`config.mk`:
```
export PLATFORM = sky130hd
export DESIGN_NAME = bitmap_fit_allocator_unit
export DESIGN_NICKNAME = d
export VERILOG_FILES = /design/src/rtl/bfa_pkg.sv /design/src/rtl/bitmap_fit_allocator_unit.sv
export SDC_FILE = /design/constraint.sdc
export NUM_CORES = 1
export LEC_CHECK = 0
export BUFFER_PORTS_ARGS = -buffer_cell sky130_fd_sc_hd__buf_2
export CAP_MARGIN = 25
export CORE_ASPECT_RATIO = 0.8
export CORE_MARGIN = 10
export CORE_UTILIZATION = 35
export DETAILED_ROUTE_END_ITERATION = 10
export GPL_TIMING_DRIVEN = 0
export PLACE_DENSITY_LB_ADDON = 0.1
export SYNTH_ARGS = -nofsm -noshare
export SYNTH_HDL_FRONTEND = slang
export SYNTH_SLANG_ARGS = --single-unit
```
`constraint.sdc`:
```
create_clock -name clk -period 4.7 [get_ports clk]
set_input_delay 1.175 -clock clk [delete_from_list [all_inputs] [get_ports clk]]
set_output_delay 1.175 -clock clk [all_outputs]
set_load 0.005 [all_outputs]
```
`src/rtl/bfa_pkg.sv`:
```
// ----------------------------------------------------------------------------
// bfa_pkg
// Types and constants shared by the bitmap fit allocator and its checker.
// ----------------------------------------------------------------------------
package bfa_pkg;

  localparam int Clusters = 1024;
  localparam int IdxW     = $clog2(Clusters);
  localparam int CntW     = IdxW + 1;
  localparam int WordW    = 16;
  localparam int Words    = Clusters / WordW;
  localparam int WordAw   = $clog2(Words);
  localparam int BitAw    = $clog2(WordW);

  localparam logic [0:0] ACT_ALLOC   = 1'b0;
  localparam logic [0:0] ACT_RELEASE = 1'b1;

  localparam logic [1:0] ALG_FIRST = 2'd0;
  localparam logic [1:0] ALG_BEST  = 2'd1;
  localparam logic [1:0] ALG_WORST = 2'd2;
  localparam logic [1:0] ALG_NONE  = 2'd3;  // unknown algorithm code

  localparam logic [1:0] ST_OK       = 2'd0;
  localparam logic [1:0] ST_NOSPACE  = 2'd1;
  localparam logic [1:0] ST_NOFIT    = 2'd2;
  localparam logic [1:0] ST_BADRANGE = 2'd3;

  typedef struct packed {
    logic [0:0]      action;
    logic [1:0]      algorithm;
    logic [CntW-1:0] cluster_count;
    logic [IdxW-1:0] start_index;
  } req_t;

  typedef struct packed {
    logic [1:0]      status;
    logic [IdxW-1:0] granted_start;
    logic [CntW-1:0] granted_count;
    logic [CntW-1:0] free_count;
  } rsp_t;

endpackage

```
`src/rtl/bitmap_fit_allocator_unit.sv`:
```
// ----------------------------------------------------------------------------
// bitmap_fit_allocator_unit
// Cluster allocator over a 1-bit-per-cluster free map (first/best/worst fit).
// ----------------------------------------------------------------------------
// Operation: an allocate scans one map bit a cycle from start_index towards the
//   end (first fit stops at its first fitting run), then marks N bits. A release
//   marks N bits; a request rejected up front, or a search that finds no run,
//   responds without marking.
// One transaction at a time; the next is taken after the response is accepted.
// Reset: synchronous; a clear pass (one word a cycle) frees the map.
module bitmap_fit_allocator_unit (
  input  logic           clk,
  input  logic           rst,
  input  logic           req_valid,
  output logic           req_ready,
  input  bfa_pkg::req_t  req,
  output logic           rsp_valid,
  input  logic           rsp_ready,
  output bfa_pkg::rsp_t  rsp
);

  localparam int IdxW   = bfa_pkg::IdxW;
  localparam int CntW   = bfa_pkg::CntW;
  localparam int WordAw = bfa_pkg::WordAw;
  localparam int BitAw  = bfa_pkg::BitAw;

  // Sequencer states. Map reads are registered, so each scan/update step
  // issues an address and consumes the data in the next cycle (pipelined).
  typedef enum logic [6:0] {
    S_CLEAR  = 7'b0000001,
    S_IDLE   = 7'b0000010,
    S_CHECK  = 7'b0000100,
    S_SCAN   = 7'b0001000,
    S_MARK   = 7'b0010000,
    S_MARKWB = 7'b0100000,
    S_RESP   = 7'b1000000
  } state_t;

  state_t state;

  // Free-map memory: 16-bit words, one read and one write port.
  logic [bfa_pkg::WordW-1:0] fmap [bfa_pkg::Words];
  logic [bfa_pkg::WordW-1:0] rd_word;
  logic [WordAw-1:0]         rd_addr;
  logic                      wr_en;
  logic [WordAw-1:0]         wr_addr;
  logic [bfa_pkg::WordW-1:0] wr_word;

  always_ff @(posedge clk) begin
    if (wr_en) begin
      fmap[wr_addr] <= wr_word;
    end
    rd_word <= fmap[rd_addr];
  end

  bfa_pkg::req_t   cur;
  logic [CntW-1:0] free_total;
  logic [CntW-1:0] pos;        // bit being fetched (may go past Clusters)
  logic [CntW-1:0] pos_d;      // bit whose data is in rd_word
  logic            data_ok;    // rd_word holds pos_d
  logic [CntW-1:0] run_start, run_len;
  logic            have;
  logic [IdxW-1:0] best_start;
  logic [CntW-1:0] best_len;
  logic [CntW-1:0] left;       // clusters still to mark
  logic [CntW-1:0] delta;      // map changes so far in this update
  logic [bfa_pkg::WordW-1:0] wb_word;
  logic [WordAw-1:0]         wb_addr;
  logic            wb_pend;
  logic [WordAw-1:0]         clr_addr;

  // Datapath helpers
  logic [CntW-1:0] end_sum;
  logic            cur_bit;
  logic [BitAw-1:0] bsel;
  logic            take;
  logic            alloc;
  logic            scan_done;

  assign alloc   = (cur.action == bfa_pkg::ACT_ALLOC);
  assign end_sum = CntW'(cur.start_index) + cur.cluster_count;
  assign bsel    = pos_d[BitAw-1:0];
  assign cur_bit = (pos_d < CntW'(bfa_pkg::Clusters)) ?
                   (wb_pend && wb_addr == pos_d[IdxW-1:BitAw] ? wb_word[bsel]
                                                              : rd_word[bsel])
                   : 1'b0;

  always_comb begin
    take = 1'b0;
    if (run_len >= cur.cluster_count && run_len != '0) begin
      if (!have) begin
        take = 1'b1;
      end else begin
        case (cur.algorithm)
          bfa_pkg::ALG_BEST:  take = run_len < best_len;
          bfa_pkg::ALG_WORST: take = run_len > best_len;
          default:            take = 1'b0;
        endcase
      end
    end
  end

  // A used cluster (or the end of the map) closes the current run; the scan
  // stops there on a first-fit hit or at the end of the map.
  assign scan_done = data_ok && !cur_bit &&
                     ((take && cur.algorithm == bfa_pkg::ALG_FIRST) ||
                      pos_d == CntW'(bfa_pkg::Clusters));

  assign req_ready = (state == S_IDLE);
  assign rd_addr   = pos[IdxW-1:BitAw];

  logic [1:0]      r_status;
  logic [IdxW-1:0] r_start;
  logic [CntW-1:0] r_count;

  assign rsp.status        = r_status;
  assign rsp.granted_start = r_start;
  assign rsp.granted_count = r_count;
  assign rsp.free_count    = free_total;
  assign rsp_valid         = (state == S_RESP);

  // Write port: clear sweep, or read-modify-write of the current word.
  logic [bfa_pkg::WordW-1:0] mod_word;
  always_comb begin
    mod_word = (wb_pend && wb_addr == pos_d[IdxW-1:BitAw]) ? wb_word : rd_word;
    mod_word[bsel] = !alloc;
  end

  always_ff @(posedge clk) begin
    if (rst) begin
      state      <= S_CLEAR;
      clr_addr   <= '0;
      free_total <= CntW'(bfa_pkg::Clusters);
      wb_pend    <= 1'b0;
      data_ok    <= 1'b0;
      wr_en      <= 1'b0;
    end else begin
      case (state)
        S_CLEAR: begin
          wr_en    <= 1'b1;
          wr_addr  <= clr_addr;
          wr_word  <= '1;
          clr_addr <= clr_addr + 1'b1;
          if (clr_addr == WordAw'(bfa_pkg::Words - 1)) state <= S_IDLE;
        end
        S_IDLE: begin
          wr_en <= 1'b0;
          if (req_valid) begin
            cur   <= req;
            state <= S_CHECK;
          end
        end
        S_CHECK: begin
          wr_en      <= 1'b0;
          have       <= 1'b0;
          best_start <= '0;
          best_len   <= '0;
          run_len    <= '0;
          run_start  <= '0;
          delta      <= '0;
          wb_pend    <= 1'b0;
          data_ok    <= 1'b0;
          pos        <= CntW'(cur.start_index);
          if (alloc) begin
            r_start <= '0;
            r_count <= '0;
            if (cur.cluster_count == '0 || cur.algorithm == bfa_pkg::ALG_NONE) begin
              r_status <= bfa_pkg::ST_NOFIT;
              state    <= S_RESP;
            end else if (free_total < cur.cluster_count) begin
              r_status <= bfa_pkg::ST_NOSPACE;
              state    <= S_RESP;
            end else begin
              r_status <= bfa_pkg::ST_OK;
              state    <= S_SCAN;
            end
          end else begin
            if (cur.cluster_count == '0 ||
                end_sum > CntW'(bfa_pkg::Clusters) ||
                end_sum < cur.cluster_count) begin
              r_status <= bfa_pkg::ST_BADRANGE;
              r_start  <= '0;
              r_count  <= '0;
              state    <= S_RESP;
            end else begin
              r_status  <= bfa_pkg::ST_OK;
              r_start   <= cur.start_index;
              r_count   <= cur.cluster_count;
              left      <= cur.cluster_count;
              state     <= S_MARK;
            end
          end
        end
        S_SCAN: begin
          // pos fetches; pos_d evaluates the bit that pos fetched in the previous cycle.
          wr_en <= 1'b0;
          pos_d <= pos;
          if (scan_done) begin
            data_ok <= 1'b0;
            if (have || take) begin
              pos     <= take ? run_start : CntW'(best_start);
              r_start <= take ? run_start[IdxW-1:0] : best_start;
              r_count <= cur.cluster_count;
              left    <= cur.cluster_count;
              state   <= S_MARK;
            end else begin
              r_status <= bfa_pkg::ST_NOFIT;
              state    <= S_RESP;
            end
          end else begin
            pos     <= pos + 1'b1;
            data_ok <= 1'b1;
            if (data_ok) begin
              if (cur_bit) begin
                if (run_len == '0) run_start <= pos_d;
                run_len <= run_len + 1'b1;
              end else begin
                if (take) begin
                  have       <= 1'b1;
                  best_start <= run_start[IdxW-1:0];
                  best_len   <= run_len;
                end
                run_len <= '0;
              end
            end
          end
        end
        S_MARK: begin
          // One cluster per cycle, read-modify-write through wb_word.
          pos     <= pos + 1'b1;
          pos_d   <= pos;
          data_ok <= (left != '0);
          if (left != '0) left <= left - 1'b1;
          if (data_ok) begin
            wb_pend <= 1'b1;
            wb_addr <= pos_d[IdxW-1:BitAw];
            wb_word <= mod_word;
            if (cur_bit == alloc) delta <= delta + 1'b1;
            // Word finished: flush it once the run moves into the next one.
            wr_en   <= wb_pend && wb_addr != pos_d[IdxW-1:BitAw];
            wr_addr <= wb_addr;
            wr_word <= wb_word;
          end else begin
            wr_en <= 1'b0;
            if (left == '0) state <= S_MARKWB;
          end
        end
        S_MARKWB: begin
          wr_en      <= wb_pend;
          wr_addr    <= wb_addr;
          wr_word    <= wb_word;
          wb_pend    <= 1'b0;
          free_total <= alloc ? free_total - delta : free_total + delta;
          state      <= S_RESP;
        end
        S_RESP: begin
          wr_en <= 1'b0;
          if (rsp_ready) state <= S_IDLE;
        end
        default: begin
          wr_en <= 1'b0;
          state <= S_IDLE;
        end
      endcase
    end
  end

endmodule

```
==> summary.md <==
| Metric | Value |
|---|---|
| Syn Std Cell Area | between 0.05 and 0.06 mm2 |
| Layout Cells excl Fill | approximately 5400 |
| Max IR drop VDD | approximately 0.34 mV |
| Drt total wl | around 150000 um |
| Via-to-Cell Ratio | 5.49 |
| Inst Count DP | 5176 |
| Number of distinct library cells after synthesis | 67 |
| Hold Fails Final Rpt | 0 |
| DP Wirelength | between 100000 and 150000 um |
| Avg WL per Cell | between 20 and 30 um |
| CTS buffer count | between 100 and 150 |
| Syn_area_per_cell | 16.6 um2 |
| Row count | 125 |
| Final core occ | 41.9% |
| RSZ-0062 raised after global routing | false |
| Final ANT Viol Nets | 0 |
| Ys async rst share | 0% |
| DRC viols | 0 |
| Hold Startpoint | pos[5] |
| Layout cells sized above 1 | between 10% and 20% |
| Status | finished clean |
| Critical path class | flop to flop |
| Most used flip-flop cell after synthesis | edfxtp_1 |
| 1st-pass router iterations | 5 |
| Vias in the first global route | 29600 |
| Cells along the critical path | clkbuf_1 > nand2b_1 > clkbuf_1 > buf_8 > clkbuf_1 > o221ai_1 > o22ai_1 > a21oi_1 > a211oi_1 > a221oi_1 |
| MaxCap Viol Count | 0 |
| Worst R2R Start | pos[5] |
| Syn. warnings | 0 |
| WP data arrival | 5.03 ns |
| Worst slack, placed | -0.562 ns |
| Endpoints failing setup | 0 |
| Worst path bufs/invs | 4 |
| Die Y | 363 um |
| Critical path's top delay family | compound AO/OA/AOI/OAI gates |
| Slew @ Worst Pin | roughly 1.2 ns |
| Worst Setup EP | rd_word[7] |
| Nets@finish | approximately 3500 |
| Fillers | 13000 |
| Peak Freq | between 0.2 and 0.25 GHz |
| Tot Pwr | 24.5 mW |
| DR vias | ~30000 |
| Slowest stage delay, CP | approximately 1.0 ns |
| CTS H-Tree Depth | 4 |
| Power Density | 402 mW/mm2 |
| WP depth | 10 |
| Flop2flop setup slack | about 0.25 ns |
| Worst r2r path cells | 10 |
| Cells after Synth | between 3000 and 4000 |
| Final worst slack | between 0.2 and 0.3 ns |
| CP Max Fanout | 10 |
| Crit path from | pos[5] |
| CP endpoint kind | flop |
| Final Cycle Share | between 90% and 100% |
| RR Endpoint | rd_word[7] |
| EDFF count, synth | between 1000 and 1500 |
| Clock sinks | ~1200 |
| Critical Path RT | about 5.3 ns |
| Gr usage total | between 10% and 20% |
| Crit path top cell by count | clkbuf_1 |
| Leak pwr | 20.0 nW |
| Seq cells post-synth | 1246 |
| Synth Net Count | around 3200 |
| Post-synthesis sequential area ratio | between 70 and 80% |
| Crit path max-delay cell type | a211oi_1 |
| Core area | roughly 0.15 mm2 |
| Worst Hold Class | flop to flop |
| Largest net degree at the start of global routing | 31 |
| Final Slew Violations | 0 |
| Tmin final | roughly 4.4 ns |
| Die Area | 0.162 mm2 |
| Initial Utilization | a little over a third |
| Die W | 448 um |
| Skew final | ~0.022 ns |
| Worst setup SP type | flop |
| Top Ports | between 60 and 70 |
| Max clock buf depth | 3 |
| First-pass GRT wire length | ~220000 um |
| Global route overflow | 0 |
| GPL Wtd Cong | 0.842 |
| # hold bufs at CTS | 0 |
| Worst skew pair latency | approximately 0.8 ns |
| Relative slew slack | between 20% and 30% |
| Iter 0 DRT Violations | between 3000 and 4000 |
| Initial antenna violation count | 6 |
| Worst-path clk slew | ~0.06 ns |
| Area growth syn-to-layout | 18.8% |
| IO buf count | 63 |
| CTS root buffer | clkbuf_16 |
| CTS tree | yes |
## routing by layer
layer | wire length, um | up-vias | global-route usage [%]
li1 | - | 13100 | -
met1 | 72000 | 15600 | 27.6
met2 | 66900 | 1039 | 27.3
met3 | 12300 | 176 | 5.19
met4 | 3340 | 0 | 4.73
met5 | 0 | - | 0
## state kept, by name, summed over array words and instances, names as in the netlist, 16 cells and up
name,count
fmap,1024
cur,24
rd_word,16
wb_word,16
wr_word,16
## cell type report
class / instances / area (um2) / share of cell area [%]
diodes: 3 / 7.51 / 0.0123
plain buffers: 171 / 666 / 1.09
multi-input cells: 1627 / 13800 / 22.6
repair buffers: 197 / 2750 / 4.50
clock inverters: 71 / 698 / 1.14
well taps: 1905 / 2380 / 3.91
inverters: 45 / 169 / 0.277
flip-flops and latches: 1246 / 37000 / 60.6
clock buffers: 172 / 3570 / 5.85
## per-stage QoR
stage	hold slack, ns	TNS (ns)	cell area (um2)
final	0.455	0	61000
after global routing	0.476	0	61000
after CTS	0.454	0	60800
after detailed placement	0.444	-17.00	56500
after global placement	0.436	-39.92	54000
after floorplan	0.424	0	51300
## worst min-delay path by stage
stage / endpoint / slack, ns / cells past startpoint
global placement: pos_d[5] / 0.44 / 0
detailed placement: pos_d[5] / 0.44 / 0
CTS: pos_d[5] / 0.45 / 0
floorplan: pos_d[4] / 0.42 / 0
global route: pos_d[5] / 0.48 / 0
finish: pos_d[5] / 0.45 / 0
## cells by family (layout without fill, tap and decap cells)
kind of cell | Yosys count | in the layout | synth area share (%)
AND/OR/NAND/NOR | 528 | 528 | 4.77
other | 0 | 3 | 0
AO/OA/AOI/OAI | 545 | 545 | 7.07
adder cells (fa/ha/maj) | 74 | 74 | 1.83
flip-flops | 1246 | 1246 | 72.1
XOR/XNOR | 69 | 69 | 1.18
multiplexers | 411 | 411 | 11.5
buffers and inverters | 216 | 656 | 1.62
## cell usage in the layout (no fill, tap or decap), types with 22 or more instances in the layout
| cell type | Yosys | layout |
|---|---|---|
| buf_8 | 0 | 73 |
| o21ai_0 | 91 | 90 |
| edfxtp_1 | 1203 | 1203 |
| nand3_1 | 37 | 37 |
| clkinv_1 | 1 | 29 |
| a21oi_1 | 139 | 139 |
| buf_16 | 0 | 40 |
| inv_1 | 43 | 43 |
| xor2_1 | 37 | 37 |
| mux2i_1 | 217 | 217 |
| buf_1 | 43 | 42 |
| xnor2_1 | 32 | 32 |
| o221ai_1 | 103 | 103 |
| clkbuf_16 | 0 | 136 |
| nor2_2 | 0 | 61 |
| buf_2 | 15 | 79 |
| mux4_2 | 136 | 136 |
| clkbuf_1 | 113 | 143 |
| nand2_1 | 191 | 191 |
| mux2_2 | 58 | 58 |
| ha_1 | 72 | 72 |
| o22ai_1 | 65 | 65 |
| nor2_1 | 145 | 83 |
| nand2b_1 | 22 | 22 |
| dfxtp_1 | 43 | 43 |
| and2_1 | 29 | 29 |
| a211oi_1 | 39 | 36 |
## synthesized netlist by cell type, drive strengths merged, types with 7 or more instances
library cell | instances | area share (%)
a31oi | 19 | 0.24
and2 | 29 | 0.35
xnor2 | 32 | 0.55
nand2b | 22 | 0.27
mux2i | 217 | 4.2
mux2 | 58 | 1.3
and3 | 10 | 0.12
nor2 | 145 | 1.1
nor2b | 13 | 0.16
o22ai | 65 | 0.79
a2111oi | 7 | 0.13
a221oi | 12 | 0.20
nor3 | 19 | 0.19
o21a | 11 | 0.16
mux4 | 136 | 6.0
o21ai | 92 | 0.90
ha | 72 | 1.8
a21o | 17 | 0.25
buf | 58 | 0.46
nand3 | 37 | 0.36
nand2 | 191 | 1.4
nand4 | 15 | 0.18
a21oi | 140 | 1.4
dfxtp | 43 | 1.7
edfxtp | 1203 | 70
nor4 | 9 | 0.11
inv | 44 | 0.32
o221ai | 103 | 1.8
clkbuf | 113 | 0.83
a22oi | 8 | 0.12
xor2 | 37 | 0.63
or3 | 9 | 0.11
a211oi | 39 | 0.57
nand3b | 7 | 0.10
## what timing repair did
item | in CTS | in global routing
resized for setup | 6 | 11
setup endpoints to repair | 53 | 90
pin swaps | 0 | 1
buffers inserted | 0 | 4
## power breakdown
| group | switching, mW | internal [mW] | leakage, nW | total [mW] |
|---|---|---|---|---|
| Sequential | 0.150 | 12.3 | 10.8 | 12.5 |
| Combinational | 1.08 | 0.563 | 7.08 | 1.64 |
| Clock | 4.48 | 5.91 | 2.07 | 10.4 |
No activity file was read; power rests on OpenSTA's default activity.
